## src/hdl/ogbf_pkg.sv

```systemverilog
// Shared types and constants for the occupancy grid Bayes fusion block.
`timescale 1ns / 1ps
`default_nettype none
package ogbf_pkg;

  localparam int PROB_W = 16;
  localparam int PROD_W = 2 * (PROB_W + 1);
  localparam int DEN_W  = 2 * PROB_W + 1;
  localparam int CFG_IDX_W  = 2;
  localparam int CFG_DATA_W = 16;

  // Probability constants in Q0.16 (one is 17 bits wide)
  localparam logic [PROB_W-1:0] PROB_HALF = 16'h8000;
  localparam logic [PROB_W:0]   PROB_ONE  = 17'h10000;

  // Request commands
  localparam logic CMD_FUSE = 1'b0;
  localparam logic CMD_READ = 1'b1;

  // Configuration register indexes
  localparam logic [CFG_IDX_W-1:0] CFG_CELLS_WIDE   = 2'd0;
  localparam logic [CFG_IDX_W-1:0] CFG_CELLS_HIGH   = 2'd1;
  localparam logic [CFG_IDX_W-1:0] CFG_PROB_FLOOR   = 2'd2;
  localparam logic [CFG_IDX_W-1:0] CFG_PROB_CEILING = 2'd3;

  // Configuration reset values
  localparam logic [7:0]        RST_CELLS_WIDE   = 8'd100;
  localparam logic [7:0]        RST_CELLS_HIGH   = 8'd100;
  localparam logic [PROB_W-1:0] RST_PROB_FLOOR   = 16'd655;
  localparam logic [PROB_W-1:0] RST_PROB_CEILING = 16'd64880;

  // Divider launch: numerator is below the denominator by construction
  typedef struct packed {
    logic                  start;
    logic [2*PROB_W-1:0]   num;
    logic [DEN_W-1:0]      den;
  } div_req_t;

endpackage
`default_nettype wire

```

## src/hdl/ogbf_div.sv

```systemverilog
// Restoring divider producing a 16-bit fractional quotient, one bit per cycle.
`timescale 1ns / 1ps
`default_nettype none
module ogbf_div
  import ogbf_pkg::*;
(
  input  wire logic              clk,
  input  wire logic              rst_n,
  input  wire div_req_t          req,
  output logic                   done,
  output logic [PROB_W-1:0]      quo
);

  localparam int CNT_W = $clog2(PROB_W);

  logic                run_r, run_nxt;
  logic                done_r, done_nxt;
  logic                zero_r, zero_nxt;
  logic [CNT_W-1:0]    cnt_r, cnt_nxt;
  logic [DEN_W-1:0]    rem_r, rem_nxt;
  logic [DEN_W-1:0]    den_r, den_nxt;
  logic [PROB_W-1:0]   quo_r, quo_nxt;
  logic [DEN_W:0]      rem_sh;
  logic [DEN_W:0]      rem_diff;

  // Shift remainder and trial subtract
  always_comb begin
    rem_sh   = {rem_r, 1'b0};
    rem_diff = rem_sh - {1'b0, den_r};
  end

  always_comb begin
    run_nxt  = run_r;
    done_nxt = 1'b0;
    zero_nxt = zero_r;
    cnt_nxt  = cnt_r;
    rem_nxt  = rem_r;
    den_nxt  = den_r;
    quo_nxt  = quo_r;
    if (req.start) begin
      // Load operands
      run_nxt  = 1'b1;
      cnt_nxt  = '0;
      rem_nxt  = {1'b0, req.num};
      den_nxt  = req.den;
      zero_nxt = (req.den == '0);
      quo_nxt  = '0;
    end else if (run_r) begin
      // Develop one quotient bit
      if (rem_sh >= {1'b0, den_r}) begin
        rem_nxt = rem_diff[DEN_W-1:0];
        quo_nxt = {quo_r[PROB_W-2:0], 1'b1};
      end else begin
        rem_nxt = rem_sh[DEN_W-1:0];
        quo_nxt = {quo_r[PROB_W-2:0], 1'b0};
      end
      cnt_nxt = cnt_r + 1'b1;
      if (cnt_r == CNT_W'(PROB_W - 1)) begin
        run_nxt  = 1'b0;
        done_nxt = 1'b1;
      end
    end
  end

  always_ff @(posedge clk) begin
    if (!rst_n) begin
      run_r  <= 1'b0;
      done_r <= 1'b0;
      cnt_r  <= '0;
    end else begin
      run_r  <= run_nxt;
      done_r <= done_nxt;
      cnt_r  <= cnt_nxt;
    end
  end

  always_ff @(posedge clk) begin
    zero_r <= zero_nxt;
    rem_r  <= rem_nxt;
    den_r  <= den_nxt;
    quo_r  <= quo_nxt;
  end

  // Zero denominator yields zero
  assign done = done_r;
  assign quo  = zero_r ? '0 : quo_r;

endmodule
`default_nettype wire

```

## config.mk

```make
export PLATFORM = sky130hd
export DESIGN_NAME = ogbf_div
export DESIGN_NICKNAME = d
export VERILOG_FILES = /design/src/hdl/ogbf_pkg.sv /design/src/hdl/ogbf_div.sv
export SDC_FILE = /design/constraint.sdc
export NUM_CORES = 1
export LEC_CHECK = 0
export BUFFER_PORTS_ARGS = -buffer_cell sky130_fd_sc_hd__buf_4
export CAP_MARGIN = 25
export CORE_MARGIN = 2
export CORE_UTILIZATION = 52
export DETAILED_ROUTE_END_ITERATION = 8
export HOLD_SLACK_MARGIN = 0.06
export PLACE_DENSITY = 0.7
export SYNTH_ARGS = -nofsm -noshare
export SYNTH_HDL_FRONTEND = slang
export SYNTH_SLANG_ARGS = --single-unit
```

## constraint.sdc

```tcl
create_clock -name clk -period 3.32 [get_ports clk]
set_input_delay 0.83 -clock clk [delete_from_list [all_inputs] [get_ports clk]]
set_output_delay 0.83 -clock clk [all_outputs]
set_load 0.05 [all_outputs]
```

======== Word level (Yosys, flattened, before mapping) ========
Index checks and enable logic that the tools add are counted.
Widths: inputs -> output; s select.
cells by class
  add/sub/neg operators ................... 2
  multiply operators ...................... 0
  div/mod/pow operators ................... 0
  magnitude comparators ................... 1
  equal/unequal tests ..................... 1
  shift-type cells ........................ 0
  multiplexer cells ....................... 9
  bitwise gates (word level) .............. 2
  reduce and logical (&&, ||, !) cells .... 4
operator list
  kind                 count
  $mux 32              2
  $ge 34x33->1         1
  $logic_not 33->1     1
  $mux 33              1
  $sub 33x33->33       1
  $mux 16              1
  $mux 1               5
  $add 4x1->4 const B  1
  $eq 4x4->1 const B   1
  $reduce_or 3->1      1
  $not 1->1            2
  $reduce_bool 2->1    1
  $reduce_or 2->1      1
word-level totals
  register bits ........................... 89
  latch bits .............................. 0
  memory bits (writable) .................. 0
  bits in read-only memories .............. 0
  output and inout port bits .............. 17
  memories ................................ 0

======== Longest topological paths before layout ========
Gate-level depths: netlist (run 1).
  word-level depth ........................ 4
  mapped depth ............................ 14
  depth with buffers taken out ............ 11

======== Worst setup path after synthesis (run 1) ========
OpenSTA, ideal clock, no wires.
  path kind ............................... register to register
  start point ............................. register rem_r[18]
  end point ............................... register rem_r[29], data pin
  library setup time ...................... 0.266 ns
  data arrival time ....................... 2.692 ns
  data required time ...................... 3.054 ns
  setup slack ............................. 0.362 ns
  stages on the path, launching flop included .. 12
  buffers on the path ..................... 1
  clock period less this slack ............ 2.958 ns
  cells stage by stage .................... edfxtp_1 -> ha_1 -> a21o_1 -> a21o_1 -> a21o_1 -> a21o_1 -> a211o_1 -> a211oi_4 -> or2_1 -> buf_6 -> nor4_1 -> or3b_1
between the ends
  word-level cells in the longest chain between the ends .. 4
  elaborated cells between the ends (all ways) .. 5
  those cells by class .................... 1 x add/sub; 1 x order compare; 3 x mux
ends and longest elaborated chain
  what                                            RTL line                        source
  from (decl)                                     ogbf_div.sv:20                  logic [DEN_W-1:0] rem_r, rem_nxt;
  from (signal assigned)                          ogbf_div.sv:79                  rem_r <= rem_nxt;
  $sub 33x33->33 or $ge 34x33->1 (tied branches)  ogbf_div.sv:29, ogbf_div.sv:50
  $mux 33 *                                       ogbf_div.sv:50                  if (rem_sh >= {1'b0, den_r}) begin
  $mux 32 *                                       ogbf_div.sv:48                  end else if (run_r) begin
  $mux 32 *                                       ogbf_div.sv:40                  if (req.start) begin
  via rem_nxt[29]                                 ogbf_div.sv:20
Mark *: on every way through the listed nets, which the timed path passes. The rest lies on a longest branch. The select of a mux whose other input is x is not followed.
A chain may end at the register's enable or synchronous reset.

======== Worst setup path after layout (run 1) ========
  start point ............................. register rem_r[18]
  end point ............................... register rem_r[28], data pin
Same word-level chain as after synthesis.

==> flow_summary.html, run 1 <==
<table>
<tr><th>Metric</th><th>Value</th></tr>
<tr><th colspan="2">STA</th></tr>
<tr><td>PnR worst setup slack</td><td>0.1978 ns</td></tr>
<tr><td>Maximum clock rate</td><td>320.3 MHz</td></tr>
<tr><td>Setup TNS</td><td>0 ns</td></tr>
<tr><td>Worst clock skew</td><td>0.01427 ns</td></tr>
<tr><td>Number of pins with negative max-slew slack in the final report</td><td>0</td></tr>
<tr><td>Final worst hold slack</td><td>0.4988 ns</td></tr>
<tr><td>Max transition margin</td><td>54.41%</td></tr>
<tr><td>Setup repair after global routing missed its margin</td><td>no</td></tr>
<tr><td>Fraction of the cycle the final worst path needs</td><td>a little over nine tenths</td></tr>
<tr><td>Clock period minus final worst setup slack</td><td>3.122 ns</td></tr>
<tr><td>Final hold vios</td><td>0</td></tr>
<tr><td>Actual slew at the worst max-slew pin</td><td>approximately 0.68 ns</td></tr>
<tr><td>Number of setup violations in the final report</td><td>0</td></tr>
<tr><th colspan="2">Worst setup path</th></tr>
<tr><td>CP Data Arrival Time</td><td>3.24 ns</td></tr>
<tr><td>Top fanout value on the critical path</td><td>11</td></tr>
<tr><td>Crit. End Element</td><td>flip-flop</td></tr>
<tr><td>Startpoint type of the worst setup path</td><td>flip-flop</td></tr>
<tr><td>Worst Setup Path Type</td><td>reg -&gt; reg</td></tr>
<tr><td>CP required</td><td>roughly 3.4 ns</td></tr>
<tr><th colspan="2">Floorplan</th></tr>
<tr><td>Number of rows created at floorplan</td><td>37</td></tr>
<tr><td>Die outline width</td><td>106.9 um</td></tr>
<tr><td>Initial core utilization</td><td>53.35%</td></tr>
<tr><td>Die height</td><td>106.9 um</td></tr>
<tr><td>Top-level port count</td><td>85</td></tr>
<tr><td>Area of the die</td><td>0.01143 mm^2</td></tr>
<tr><td>Area of the core</td><td>0.01032 mm^2</td></tr>
<tr><th colspan="2">Route</th></tr>
<tr><td>Via density</td><td>5.679</td></tr>
<tr><td>WL final</td><td>around 13 mm</td></tr>
<tr><td>Average wire length per cell after detail routing</td><td>16.19 um</td></tr>
<tr><td>1st-iter DRT viols</td><td>slightly above 300</td></tr>
<tr><td>Via total after detailed routing</td><td>roughly 4600</td></tr>
<tr><td>Routed Antenna Nets</td><td>0</td></tr>
<tr><td>Number of iterations in the first detailed-routing pass</td><td>8</td></tr>
<tr><td>Remaining design rule violation count</td><td>0</td></tr>
<tr><th colspan="2">Clock tree</th></tr>
<tr><td>Number of buffers inserted during clock tree synthesis</td><td>9</td></tr>
<tr><td>Worst-case clock buffer depth</td><td>2</td></tr>
<tr><td>CTS root buffer</td><td>clkbuf_8</td></tr>
<tr><td>Clk pin slew, worst setup/hold paths</td><td>0.09 ns</td></tr>
<tr><td>Clock tree from TritonCTS</td><td>yes</td></tr>
<tr><td>Clock insertion delay at the later pin of the skew report</td><td>0.37 ns</td></tr>
<tr><td>CTS H-Tree Depth</td><td>3</td></tr>
<tr><td>Clock Sinks</td><td>89</td></tr>
<tr><td>Hold_buf cts</td><td>0</td></tr>
<tr><th colspan="2">Cells and area</th></tr>
<tr><td>Layout Utilization</td><td>63.08%</td></tr>
<tr><td>Area delta synth-&gt;final</td><td>18.24%</td></tr>
<tr><td>Total area of multi-input combinational cells</td><td>0.002800 mm^2</td></tr>
<tr><td>Area taken by flip-flops and latches</td><td>approximately 0.0024 mm^2</td></tr>
<tr><td>Post-route insts no fill</td><td>slightly above 800</td></tr>
<tr><td>Non-Filler Cell Area, Final</td><td>about 0.0065 mm^2</td></tr>
<tr><td>Share of layout cells above drive strength 1</td><td>17.98%</td></tr>
<tr><td>Number of diodes</td><td>0</td></tr>
<tr><td>Number of fill cells</td><td>slightly below 900</td></tr>
<tr><td>Total number of nets in the final design</td><td>771</td></tr>
<tr><th colspan="2">Synth</th></tr>
<tr><td>Simple logic cell fraction of the synthesized area</td><td>16.02%</td></tr>
<tr><td>Most instantiated flip-flop cell in the synthesis netlist</td><td>edfxtp_1</td></tr>
<tr><td>Mapped Cells</td><td>between 500 and 600</td></tr>
<tr><td>Count of warnings emitted by yosys</td><td>0</td></tr>
<tr><td>Async set or reset register ratio after synthesis</td><td>0%</td></tr>
<tr><td>Cell area after technology mapping</td><td>roughly 0.0055 mm^2</td></tr>
<tr><td>Synthesis-stage register bit count</td><td>89</td></tr>
<tr><td>Post-synth cell types</td><td>53</td></tr>
<tr><td>Multiplexer fraction of the synthesized cell area</td><td>slightly above 5%</td></tr>
<tr><td>Post-synthesis sequential area ratio</td><td>44.34%</td></tr>
<tr><td>Main combinational cell family by area after synthesis</td><td>compound AO/OA/AOI/OAI gates</td></tr>
<tr><td>Number of synthesized flops with an enable pin</td><td>66</td></tr>
<tr><td>Arithmetic-cell share of the synthesized area counting full adders, half adders and majority gates</td><td>8.087%</td></tr>
<tr><td>Post-synthesis xor/xnor area fraction</td><td>4.453%</td></tr>
<tr><td>Complex-gate fraction of the synthesized area</td><td>between 10% and 20%</td></tr>
<tr><td>Synthesized area per cell</td><td>9.513 um^2</td></tr>
<tr><td>Number of nets in the synthesized netlist</td><td>around 700</td></tr>
<tr><th colspan="2">Placement</th></tr>
<tr><td>Half-perimeter wire length after detailed placement</td><td>9.703 mm</td></tr>
<tr><td>Cell count after placement</td><td>793</td></tr>
<tr><td>Final GP Congestion</td><td>slightly above 0.9</td></tr>
<tr><td>Number of input and output port buffers inserted</td><td>between 80 and 90</td></tr>
<tr><td>Setup slack at placement</td><td>0.1946 ns</td></tr>
<tr><td>Total placed instance area</td><td>0.006325 mm^2</td></tr>
<tr><th colspan="2">Power and ir drop</th></tr>
<tr><td>Share of total power in the clock network</td><td>between 15 and 20%</td></tr>
<tr><td>Static leakage</td><td>2.818 nW</td></tr>
<tr><td>Part of the power in combinational logic</td><td>between 40% and 50%</td></tr>
<tr><td>PwrDens</td><td>628.8 mW/mm^2</td></tr>
<tr><td>Cell internal power dissipation</td><td>approximately 2.5 mW</td></tr>
<tr><td>Sequential share of power</td><td>36.2%</td></tr>
<tr><td>Total power of the final layout</td><td>about 4.1 mW</td></tr>
<tr><td>Sw power</td><td>between 1.5 and 2 mW</td></tr>
<tr><td>Switching Share</td><td>between 30% and 40%</td></tr>
<tr><td>Highest ir drop seen on vdd</td><td>0.3038 mV</td></tr>
<tr><th colspan="2">Run</th></tr>
<tr><td>Max-cap viol count</td><td>0</td></tr>
<tr><th colspan="2">Global routing</th></tr>
<tr><td>Overall routing resource usage</td><td>23.39%</td></tr>
<tr><td>Largest net degree at the start of global routing</td><td>52</td></tr>
<tr><td>Vias in the first global route</td><td>4365</td></tr>
<tr><td>First-pass GRT wire length</td><td>20.87 mm</td></tr>
<tr><td>Total global routing overflow</td><td>0</td></tr>
<tr><td>Number of antenna violations at the first check in global routing</td><td>0</td></tr>
<tr><th colspan="2">Worst hold path</th></tr>
<tr><td>Class of the most critical hold timing path</td><td>reg -&gt; reg</td></tr>
<tr><th colspan="2">Status</th></tr>
<tr><td>Outcome</td><td>complete, no violations</td></tr>
</table>
==> layout by cell type, fill, tap and decap left out, drive strengths merged, types with 15 or more instances in the layout <==
cell type  instances
a21oi             42
buf              100
dfxtp             23
edfxtp            66
ha                34
inv               48
mux2i             27
nand2             61
nor2              45
nor2b             23
o21ai             30
xnor2             15
==> kinds of logic (layout without fill, tap and decap cells) <==
group / after synthesis / after routing
compound gates: 144 / 144
xor+xnor: 28 / 28
fa+ha+maj: 35 / 35
buf+inv: 67 / 161
flops: 89 / 89
mux: 28 / 28
simple gates: 188 / 188
==> flip-flops by register name (all words and copies together), names as in the netlist <==
register  count
quo_r        16
den_r        33
zero_r        1
rem_r        33
done          1
run_r         1
cnt_r         4
==> final cells by class <==
cell class,instances,area share (%)
clock inverter,6,0.7493
inverter,45,2.594
tap,136,2.613
clock buffer,10,1.960
timing repair buffer,100,11.59
multi-input combinational,423,43.00
sequential,89,37.50
==> metal layers <==
metal / up-vias / wire [um] / track usage [%]
met5: - / 0 / 0
met4: 0 / 247 / 9.926
met3: 17 / 607 / 3.465
met2: 134 / 6104 / 36.85
met1: 2178 / 6138 / 32.27
li1: 2265 / - / -
==> power by group through the flow <==
stage	clock [mW]	sequential, mW	combinational (mW)
6_report	0.708	1.48	1.90
5_1_grt	0.767	1.50	2.10
3_5_place_dp	0	1.51	1.85
3_3_place_gp	0	1.50	1.83
2_1_floorplan	0	1.47	1.38
4_1_cts	0.725	1.48	1.87
==> critical path, cell delays in order, from the launching register on <==
cell and delay (ns):
edfxtp_1 0.41, ha_1 0.38, a21o_1 0.20, a21o_1 0.16
a21o_1 0.18, a21o_1 0.17, a211o_1 0.34, a211oi_4 0.29
or2_1 0.30, buf_4 0.25, a2111o_1 0.11, nand4_1 0.08
==> cells in the mapped netlist (all sizes together) (8+ instances only) <==
cell type / count / area (um^2)
nor4: 9 / 56.30
nor3: 12 / 60.06
xor2: 13 / 113.9
nand3: 13 / 65.06
a21o: 13 / 97.59
o21ai: 30 / 150.1
nand2: 61 / 229.0
dfxtp: 23 / 460.4
edfxtp: 66 / 1982
buf: 8 / 53.79
nor2b: 23 / 143.9
clkbuf: 14 / 52.55
inv: 44 / 165.2
a21oi: 42 / 210.2
xnor2: 15 / 131.4
nor2: 45 / 168.9
o211ai: 10 / 75.07
mux2i: 27 / 270.3
ha: 34 / 425.4
nand4: 11 / 68.82
==> what timing repair did <==
action | 4_1_cts | 5_1_grt
buffers inserted | 0 | 0
gates resized for setup | 0 | 2
setup endpoints to repair | 0 | 12
==> path summary, 6_finish.rpt <==
path,from,end,slack (ns),depth (start not counted)
setup / recovery,rem_r[18],rem_r[28],0.20,11
hold / removal,quo_r[15],quo_r[15],0.50,2
setup reg to reg,rem_r[18],rem_r[28],0.20,11
hold reg to reg,quo_r[15],quo_r[15],0.50,2
No activity file was read; power rests on OpenSTA's default activity.
==> inputs of run 2 (changes only) <==
--- a/config.mk
+++ b/config.mk
@@ -7,11 +7,13 @@
 export LEC_CHECK = 0
 export BUFFER_PORTS_ARGS = -buffer_cell sky130_fd_sc_hd__buf_4
 export CAP_MARGIN = 25
+export CELL_PAD_IN_SITES_DETAIL_PLACEMENT = 1
+export CELL_PAD_IN_SITES_GLOBAL_PLACEMENT = 1
 export CORE_MARGIN = 2
-export CORE_UTILIZATION = 52
+export CORE_UTILIZATION = 44
 export DETAILED_ROUTE_END_ITERATION = 8
 export HOLD_SLACK_MARGIN = 0.06
-export PLACE_DENSITY = 0.7
+export PLACE_DENSITY = 0.76
 export SYNTH_ARGS = -nofsm -noshare
 export SYNTH_HDL_FRONTEND = slang
 export SYNTH_SLANG_ARGS = --single-unit
==> flow_summary.html, run 2 (synthesized netlist as in run 1, its figures left out) <==
<table>
<tr><th>Metric</th><th>Value</th></tr>
<tr><th colspan="2">Global routing</th></tr>
<tr><td>Total global routing overflow</td><td>0</td></tr>
<tr><td>Largest net degree at the start of global routing</td><td>55</td></tr>
<tr><td>First-pass GRT wire length</td><td>24.83 mm</td></tr>
<tr><td>Overall routing resource usage</td><td>24.04%</td></tr>
<tr><td>Vias in the first global route</td><td>4989</td></tr>
<tr><td>Number of antenna violations at the first check in global routing</td><td>0</td></tr>
<tr><th colspan="2">Worst hold path</th></tr>
<tr><td>Endpoint of the worst hold path</td><td>quo_r[15]</td></tr>
<tr><td>Worst Min Path Start</td><td>quo_r[15]</td></tr>
<tr><td>Hold Path Cell Cnt</td><td>2</td></tr>
<tr><td>Class of the most critical hold timing path</td><td>reg -&gt; reg</td></tr>
<tr><th colspan="2">Worst setup path</th></tr>
<tr><td>Slack of the worst reg-to-reg path</td><td>0.21 ns</td></tr>
<tr><td>CP Data Arrival Time</td><td>3.21 ns</td></tr>
<tr><td>CP required</td><td>3.42 ns</td></tr>
<tr><td>FF-to-FF End</td><td>rem_r[19]</td></tr>
<tr><td>Crit. End Element</td><td>flip-flop</td></tr>
<tr><td>Worst Setup Path Type</td><td>reg -&gt; reg</td></tr>
<tr><td>Cell count of the worst reg-to-reg path</td><td>9</td></tr>
<tr><td>Startpoint of the worst register-to-register path</td><td>rem_r[5]</td></tr>
<tr><td>Top fanout value on the critical path</td><td>6</td></tr>
<tr><td>Startpoint type of the worst setup path</td><td>flip-flop</td></tr>
<tr><th colspan="2">Placement</th></tr>
<tr><td>Final GP Congestion</td><td>approximately 0.84</td></tr>
<tr><td>Number of input and output port buffers inserted</td><td>84</td></tr>
<tr><td>Half-perimeter wire length after detailed placement</td><td>11.65 mm</td></tr>
<tr><th colspan="2">Power and ir drop</th></tr>
<tr><td>Sequential share of power</td><td>32.9%</td></tr>
<tr><td>Sw power</td><td>between 1.5 and 2 mW</td></tr>
<tr><td>Cell internal power dissipation</td><td>between 2 and 3 mW</td></tr>
<tr><td>Switching Share</td><td>roughly two fifths</td></tr>
<tr><td>Part of the power in combinational logic</td><td>44.2%</td></tr>
<tr><td>Static leakage</td><td>2.895 nW</td></tr>
<tr><td>Share of total power in the clock network</td><td>22.9%</td></tr>
<tr><td>Highest ir drop seen on vdd</td><td>around 0.33 mV</td></tr>
<tr><td>PwrDens</td><td>673.0 mW/mm^2</td></tr>
<tr><th colspan="2">STA</th></tr>
<tr><td>Max transition margin</td><td>about 58%</td></tr>
<tr><td>Setup repair after global routing missed its margin</td><td>no</td></tr>
<tr><td>Number of setup violations in the final report</td><td>0</td></tr>
<tr><td>Fraction of the cycle the final worst path needs</td><td>93.55%</td></tr>
<tr><td>Final hold vios</td><td>0</td></tr>
<tr><td>Setup TNS</td><td>0 ns</td></tr>
<tr><td>Actual slew at the worst max-slew pin</td><td>0.6283 ns</td></tr>
<tr><td>Number of pins with negative max-slew slack in the final report</td><td>0</td></tr>
<tr><td>Clock period minus final worst setup slack</td><td>3.106 ns</td></tr>
<tr><td>Worst clock skew</td><td>0.009869 ns</td></tr>
<tr><td>Maximum clock rate</td><td>322.0 MHz</td></tr>
<tr><th colspan="2">Route</th></tr>
<tr><td>WL final</td><td>15.42 mm</td></tr>
<tr><td>Highest Signal Layer</td><td>met4</td></tr>
<tr><td>Metal3 WL</td><td>about 580 um</td></tr>
<tr><td>Total met2 wirelength after detailed routing</td><td>7.602 mm</td></tr>
<tr><td>Number of iterations in the first detailed-routing pass</td><td>4</td></tr>
<tr><td>Via density</td><td>5.578</td></tr>
<tr><td>1st-iter DRT viols</td><td>248</td></tr>
<tr><td>Routed Antenna Nets</td><td>0</td></tr>
<tr><td>Average wire length per cell after detail routing</td><td>between 15 and 20 um</td></tr>
<tr><td>Remaining design rule violation count</td><td>0</td></tr>
<tr><td>Via total after detailed routing</td><td>4713</td></tr>
<tr><td>Met1 Routed Length</td><td>6.952 mm</td></tr>
<tr><th colspan="2">Run</th></tr>
<tr><td>Max-cap viol count</td><td>0</td></tr>
<tr><th colspan="2">Clock tree</th></tr>
<tr><td>Setup repair bufs after CTS</td><td>0</td></tr>
<tr><td>Post-CTS sizing</td><td>0</td></tr>
<tr><td>CTS root buffer</td><td>clkbuf_16</td></tr>
<tr><td>Clock tree from TritonCTS</td><td>yes</td></tr>
<tr><td>Worst-case clock buffer depth</td><td>2</td></tr>
<tr><td>Clock insertion delay at the later pin of the skew report</td><td>0.35 ns</td></tr>
<tr><td>Hold_buf cts</td><td>0</td></tr>
<tr><td>CTS H-Tree Depth</td><td>3</td></tr>
<tr><td>Clock Sinks</td><td>89</td></tr>
<tr><td>Clk pin slew, worst setup/hold paths</td><td>0.07 ns</td></tr>
<tr><td>Number of buffers inserted during clock tree synthesis</td><td>9</td></tr>
<tr><th colspan="2">Cells and area</th></tr>
<tr><td>Largest regs</td><td>den_r: 33 flops, rem_r: 33 flops, quo_r: 16 flops</td></tr>
<tr><td>Share of layout cells above drive strength 1</td><td>18.61%</td></tr>
<tr><td>Number of fill cells</td><td>between 1000 and 1500</td></tr>
<tr><td>Most common cell after layout, fill and taps aside</td><td>buf_4</td></tr>
<tr><td>Number of diodes</td><td>0</td></tr>
<tr><td>Layout Utilization</td><td>a little under three fifths</td></tr>
<tr><td>Total number of nets in the final design</td><td>775</td></tr>
<tr><td>Most used cells in the layout excluding fill and tap cells</td><td>104 x buf_4, 66 x edfxtp_1, 61 x nand2_1</td></tr>
<tr><td>Area delta synth-&gt;final</td><td>21.63%</td></tr>
<tr><th colspan="2">Floorplan</th></tr>
<tr><td>Die outline width</td><td>115.9 um</td></tr>
<tr><td>Top-level port count</td><td>85</td></tr>
<tr><td>Area of the core</td><td>0.01211 mm^2</td></tr>
<tr><td>Number of rows created at floorplan</td><td>40</td></tr>
<tr><td>Initial core utilization</td><td>45.48%</td></tr>
<tr><td>Area of the die</td><td>between 0.01 and 0.015 mm^2</td></tr>
<tr><td>Die height</td><td>115.9 um</td></tr>
<tr><th colspan="2">Status</th></tr>
<tr><td>Outcome</td><td>complete, no violations</td></tr>
</table>
run 2: changes by cell type in the layout (fill, tap and decap cells not counted):
cell       previous run  this run
o21bai_1              6         5
buf_6                 1         0
clkinv_2              1         0
clkbuf_16             0        10
or2_4                 0         1
or2_1                 1         0
buf_4                99       104
o21bai_2              0         1
o311ai_1              0         1
o311ai_2              1         0
clkbuf_8              9         0
run 2: routing by layer:
layer  up-vias  global-route usage (%)
li1       2279                       -
met1      2287                   31.20
met2       118                   41.44
met3        29                   3.556
met4         0                   7.698
met5         -                       0
run 2: power groups by stage:
stage          Sequential, mW  Combinational (mW)  Clock [mW]
5_1_grt                  1.50                2.18        1.10
3_3_place_gp             1.50                1.87           0
6_report                 1.48                1.99        1.03
3_5_place_dp             1.50                1.94           0
4_1_cts                  1.48                1.97        1.06
2_1_floorplan            1.47                1.38           0
run 2: cell type report:
cell class / instances / area, um^2 / share of cell area (%)
flip-flops and latches: 89 / 2442 / 36.46
clock buffers: 11 / 254.0 / 3.792
clock inverters: 5 / 43.79 / 0.6537
inverters: 45 / 168.9 / 2.521
multi-input cells: 423 / 2799 / 41.78
repair buffers: 104 / 780.7 / 11.65
well taps: 168 / 210.2 / 3.138
run 2: worst max-delay path by stage:
stage | end | from | slack, ns
after floorplan | rem_r[29] | rem_r[18] | 0.36
after global placement | rem_r[29] | rem_r[18] | 0.26
after detailed placement | rem_r[29] | rem_r[18] | 0.17
after CTS | rem_r[29] | rem_r[18] | 0.15
after global routing | rem_r[19] | rem_r[5] | 0.06
final | rem_r[19] | rem_r[5] | 0.21
run 2: critical path, stage by stage, from the launching register on:
cell and delay [ns]:
edfxtp_1 0.39, ha_1 0.39, a2111o_1 0.47, o21ai_0 0.34
a21oi_1 0.18, o31ai_1 0.34, a21oi_1 0.16, mux2i_1 0.18
a211oi_1 0.10, a211o_1 0.30
run 2: metrics by stage:
stage	hold WS [ns]	setup WS, ns	std cells	total power, mW	area (um^2)
2_1_floorplan	0.4520	0.3623	579	2.855	5508
3_3_place_gp	0.4673	0.2559	829	3.368	6395
3_5_place_dp	0.4795	0.1665	829	3.443	6395
4_1_cts	0.5063	0.1530	845	4.509	6693
5_1_grt	0.5515	0.05980	845	4.780	6699
6_report	0.4957	0.2140	845	4.509	6699
==> inputs of run 3 (changes only) <==
--- a/config.mk
+++ b/config.mk
@@ -5,15 +5,17 @@
 export SDC_FILE = /design/constraint.sdc
 export NUM_CORES = 1
 export LEC_CHECK = 0
+export ABC_AREA = 1
 export BUFFER_PORTS_ARGS = -buffer_cell sky130_fd_sc_hd__buf_4
 export CAP_MARGIN = 25
 export CELL_PAD_IN_SITES_DETAIL_PLACEMENT = 1
 export CELL_PAD_IN_SITES_GLOBAL_PLACEMENT = 1
 export CORE_MARGIN = 2
-export CORE_UTILIZATION = 44
+export CORE_UTILIZATION = 42
 export DETAILED_ROUTE_END_ITERATION = 8
 export HOLD_SLACK_MARGIN = 0.06
-export PLACE_DENSITY = 0.76
+export MAX_ROUTING_LAYER = met4
+export PLACE_DENSITY = 0.77
 export SYNTH_ARGS = -nofsm -noshare
 export SYNTH_HDL_FRONTEND = slang
 export SYNTH_SLANG_ARGS = --single-unit
==> flow_summary.html, run 3 <==
<table>
<tr><th>Metric</th><th>Value</th></tr>
<tr><th colspan="2">Status</th></tr>
<tr><td>Outcome</td><td>complete, no violations</td></tr>
<tr><th colspan="2">Synth</th></tr>
<tr><td>Mapped Cells</td><td>about 1000</td></tr>
<tr><td>Cell taking the most area after synthesis</td><td>edfxtp_1</td></tr>
<tr><td>Post-synthesis sequential area ratio</td><td>between 30% and 40%</td></tr>
<tr><td>Number of synthesized flops with an enable pin</td><td>66</td></tr>
<tr><td>Most instantiated flip-flop cell in the synthesis netlist</td><td>edfxtp_1</td></tr>
<tr><td>Synthesized area per cell</td><td>6.716 um^2</td></tr>
<tr><td>Async set or reset register ratio after synthesis</td><td>0%</td></tr>
<tr><td>Main combinational cell family by area after synthesis</td><td>simple AND/OR/NAND/NOR gates</td></tr>
<tr><td>Simple logic cell fraction of the synthesized area</td><td>37.09%</td></tr>
<tr><td>Post-synth top cells</td><td>355 x nand2_1, 217 x inv_1, 88 x nand3_1, 66 x edfxtp_1, 61 x nor2_1</td></tr>
<tr><td>Cell with the most instances after synthesis</td><td>nand2_1</td></tr>
<tr><td>Number of nets in the synthesized netlist</td><td>between 1000 and 1500</td></tr>
<tr><td>Fraction of synthesized cell area taken by the top area cell type</td><td>29.63%</td></tr>
<tr><td>Cell area after technology mapping</td><td>0.006689 mm^2</td></tr>
<tr><td>Synthesis-stage register bit count</td><td>89</td></tr>
<tr><td>Post-synthesis xor/xnor area fraction</td><td>just under 2%</td></tr>
<tr><td>Count of warnings emitted by yosys</td><td>0</td></tr>
<tr><td>Complex-gate fraction of the synthesized area</td><td>3.685%</td></tr>
<tr><td>Cells taking the most area after synthesis</td><td>edfxtp_1 30%, nand2_1 20%, inv_1 12%, dfxtp_1 6.9%, nand3_1 6.6%</td></tr>
<tr><td>Multiplexer fraction of the synthesized cell area</td><td>0%</td></tr>
<tr><td>Arithmetic-cell share of the synthesized area counting full adders, half adders and majority gates</td><td>6.659%</td></tr>
<tr><td>Post-synth cell types</td><td>38</td></tr>
<tr><th colspan="2">Cells and area</th></tr>
<tr><td>Most common cell after layout, fill and taps aside</td><td>nand2_1</td></tr>
<tr><td>Most used cells in the layout excluding fill and tap cells</td><td>355 x nand2_1, 217 x inv_1, 88 x nand3_1, 88 x buf_4, 66 x edfxtp_1</td></tr>
<tr><td>Total number of nets in the final design</td><td>1180</td></tr>
<tr><td>Number of fill cells</td><td>between 2000 and 2500</td></tr>
<tr><td>Number of diodes</td><td>0</td></tr>
<tr><td>Share of layout cells above drive strength 1</td><td>12.20%</td></tr>
<tr><td>Area delta synth-&gt;final</td><td>17.17%</td></tr>
<tr><td>Largest regs</td><td>den_r: 33 flops, rem_r: 33 flops, quo_r: 16 flops</td></tr>
<tr><th colspan="2">Worst setup path</th></tr>
<tr><td>Critical Path Slowest Stage Cell</td><td>ha_1</td></tr>
<tr><td>CP required</td><td>3.43 ns</td></tr>
<tr><td>Startpoint type of the worst setup path</td><td>flip-flop</td></tr>
<tr><td>CP Data Arrival Time</td><td>approximately 2.8 ns</td></tr>
<tr><td>Crit. End Element</td><td>flip-flop</td></tr>
<tr><td>Kind of cell with the highest combined delay on the critical path</td><td>simple AND/OR/NAND/NOR gates</td></tr>
<tr><td>Launching element of the worst setup path</td><td>rem_r[20]</td></tr>
<tr><td>Top cell by count, worst path</td><td>nand2_1</td></tr>
<tr><td>Worst Setup Path Type</td><td>reg -&gt; reg</td></tr>
<tr><td>Top fanout value on the critical path</td><td>21</td></tr>
<tr><td>Stage delay of the slowest cell on the critical path</td><td>0.43 ns</td></tr>
<tr><td>Startpoint of the worst register-to-register path</td><td>rem_r[20]</td></tr>
<tr><td>Worst-path cell chain</td><td>ha_1 &gt; nand2_1 &gt; inv_1 &gt; nand2_1 &gt; nand2_1 &gt; nand2_1 &gt; nand2_1 &gt; nand2_1 &gt; nand2_1 &gt; nor2_4 &gt; buf_12 &gt; nand3_1 &gt; nand3_1 &gt; nand2_1</td></tr>
<tr><td>Combined buffer and inverter count along the critical path</td><td>2</td></tr>
<tr><th colspan="2">STA</th></tr>
<tr><td>Setup TNS</td><td>0 ns</td></tr>
<tr><td>Max transition margin</td><td>47.67%</td></tr>
<tr><td>Maximum clock rate</td><td>roughly 380 MHz</td></tr>
<tr><td>Number of pins with negative max-slew slack in the final report</td><td>0</td></tr>
<tr><td>PnR worst setup slack</td><td>between 0.6 and 0.7 ns</td></tr>
<tr><td>Number of setup violations in the final report</td><td>0</td></tr>
<tr><td>Actual slew at the worst max-slew pin</td><td>around 0.78 ns</td></tr>
<tr><td>Final hold vios</td><td>0</td></tr>
<tr><td>Fraction of the cycle the final worst path needs</td><td>79.36%</td></tr>
<tr><td>Clock period minus final worst setup slack</td><td>2.635 ns</td></tr>
<tr><td>Worst clock skew</td><td>0.006326 ns</td></tr>
<tr><td>Setup repair after global routing missed its margin</td><td>no</td></tr>
<tr><th colspan="2">Floorplan</th></tr>
<tr><td>Area of the core</td><td>0.01571 mm^2</td></tr>
<tr><td>Die outline width</td><td>between 100 and 150 um</td></tr>
<tr><td>Area of the die</td><td>0.01695 mm^2</td></tr>
<tr><td>Die height</td><td>130.2 um</td></tr>
<tr><td>Top-level port count</td><td>85</td></tr>
<tr><td>Initial core utilization</td><td>42.57%</td></tr>
<tr><td>Number of rows created at floorplan</td><td>between 40 and 50</td></tr>
<tr><th colspan="2">Route</th></tr>
<tr><td>Remaining design rule violation count</td><td>0</td></tr>
<tr><td>Routed Antenna Nets</td><td>0</td></tr>
<tr><td>1st-iter DRT viols</td><td>330</td></tr>
<tr><td>Via density</td><td>4.928</td></tr>
<tr><td>Number of iterations in the first detailed-routing pass</td><td>5</td></tr>
<tr><td>WL final</td><td>20.14 mm</td></tr>
<tr><td>Average wire length per cell after detail routing</td><td>around 16 um</td></tr>
<tr><td>Via total after detailed routing</td><td>6397</td></tr>
<tr><th colspan="2">Power and ir drop</th></tr>
<tr><td>Total power of the final layout</td><td>approximately 4.6 mW</td></tr>
<tr><td>Sw power</td><td>approximately 2.0 mW</td></tr>
<tr><td>Sequential share of power</td><td>31.1%</td></tr>
<tr><td>PwrDens</td><td>590.9 mW/mm^2</td></tr>
<tr><td>Part of the power in combinational logic</td><td>46.7%</td></tr>
<tr><td>Share of total power in the clock network</td><td>22.2%</td></tr>
<tr><td>Cell internal power dissipation</td><td>2.629 mW</td></tr>
<tr><td>Highest ir drop seen on vdd</td><td>0.2973 mV</td></tr>
<tr><td>Static leakage</td><td>4.134 nW</td></tr>
<tr><td>Switching Share</td><td>43.23%</td></tr>
<tr><th colspan="2">Clock tree</th></tr>
<tr><td>Worst-case clock buffer depth</td><td>2</td></tr>
<tr><td>CTS root buffer</td><td>clkbuf_16</td></tr>
<tr><td>Clock tree from TritonCTS</td><td>yes</td></tr>
<tr><td>Number of buffers inserted during clock tree synthesis</td><td>9</td></tr>
<tr><td>Setup repair bufs after CTS</td><td>0</td></tr>
<tr><td>Clk pin slew, worst setup/hold paths</td><td>around 0.07 ns</td></tr>
<tr><td>CTS H-Tree Depth</td><td>3</td></tr>
<tr><td>Clock insertion delay at the later pin of the skew report</td><td>0.35 ns</td></tr>
<tr><td>Post-CTS sizing</td><td>0</td></tr>
<tr><td>Hold_buf cts</td><td>0</td></tr>
<tr><td>Clock Sinks</td><td>between 80 and 90</td></tr>
<tr><th colspan="2">Placement</th></tr>
<tr><td>Setup slack at placement</td><td>0.7074 ns</td></tr>
<tr><td>Final GP Congestion</td><td>approximately 0.92</td></tr>
<tr><td>Half-perimeter wire length after detailed placement</td><td>approximately 16 mm</td></tr>
<tr><td>Number of input and output port buffers inserted</td><td>84</td></tr>
<tr><th colspan="2">Worst hold path</th></tr>
<tr><td>Worst Min Path Start</td><td>rem_r[32]</td></tr>
<tr><td>Class of the most critical hold timing path</td><td>reg -&gt; reg</td></tr>
<tr><th colspan="2">Run</th></tr>
<tr><td>Max-cap viol count</td><td>0</td></tr>
<tr><th colspan="2">Global routing</th></tr>
<tr><td>Largest net degree at the start of global routing</td><td>49</td></tr>
<tr><td>Number of antenna violations at the first check in global routing</td><td>0</td></tr>
<tr><td>Overall routing resource usage</td><td>25.90%</td></tr>
<tr><td>Vias in the first global route</td><td>about 6400</td></tr>
<tr><td>First-pass GRT wire length</td><td>32.65 mm</td></tr>
<tr><td>Total global routing overflow</td><td>0</td></tr>
</table>
run 3: changes by cell type after synthesis, sizes merged, moves of 13 or more:
cell / before / now
nand2: 61 / 366
inv: 44 / 217
nand3: 13 / 90
o21ai: 30 / 2
mux2i: 27 / 0
nor2: 45 / 69
nor2b: 23 / 0
a21oi: 42 / 24
o22ai: 0 / 15
a21o: 13 / 0
run 3: path summary, 6_finish.rpt:
check	slack, ns	end	depth (start not counted)
worst max-delay path	0.69	rem_r[20]	14
worst min-delay path	0.48	rem_r[32]	2
worst max register to register	0.69	rem_r[20]	14
worst min register to register	0.48	rem_r[32]	2
run 3: cells by family (layout without fill, tap and decap cells):
group / Yosys count / in the layout
AND/OR/NAND/NOR: 574 / 574
adder cells (fa/ha/maj): 35 / 35
buffers and inverters: 239 / 325
AO/OA/AOI/OAI: 44 / 44
flip-flops: 89 / 89
XOR/XNOR: 15 / 15
run 3: metrics by stage:
step | cells | utilization, % | cell area [um^2] | hold WS, ns
global placement | 1282 | 47.99 | 7540 | 0.4597
CTS | 1298 | 49.88 | 7838 | 0.4804
global route | 1298 | 49.88 | 7838 | 0.4955
finish | 1298 | 49.88 | 7838 | 0.4820
detailed placement | 1282 | 47.99 | 7540 | 0.4705
floorplan | 996 | - | 6689 | 0.4385
run 3: area by class of cell:
type | count | area (um^2) | share of cell area [%]
Sequential cell | 89 | 2442 | 31.16
Multi-Input combinational cell | 668 | 3304 | 42.16
Inverter | 219 | 822.0 | 10.49
Timing Repair Buffer | 90 | 700.7 | 8.940
Clock buffer | 9 | 225.2 | 2.874
Tap cell | 216 | 270.3 | 3.448
Clock inverter | 7 | 72.57 | 0.9259
run 3: per-layer routing:
metal  global-route usage [%]  up-vias  part of all wire (%)
met3                    3.116       17                   4.4
met4                    5.566        0                   1.0
met2                    39.17      143                    44
li1                         -     3245                     -
met5                        -        -                     0
met1                    37.37     2992                    50
run 3: power by group through the flow:
stage	sequential, mW	combinational (mW)	clock, mW
final	1.44	2.16	1.03
after global routing	1.45	2.46	1.09
after CTS	1.44	2.16	1.04
after detailed placement	1.46	2.14	0
after global placement	1.46	2.10	0
after floorplan	1.43	1.56	0
run 3: worst register-to-register path: stages, from the launching register on:
cell and delay (ns):
edfxtp_1 0.41, ha_1 0.43, nand2_1 0.17, inv_1 0.06
nand2_1 0.06, nand2_1 0.07, nand2_1 0.07, nand2_1 0.06
nand2_1 0.07, nand2_1 0.09, nor2_4 0.39, buf_12 0.23
nand3_1 0.12, nand3_1 0.12, nand2_1 0.05
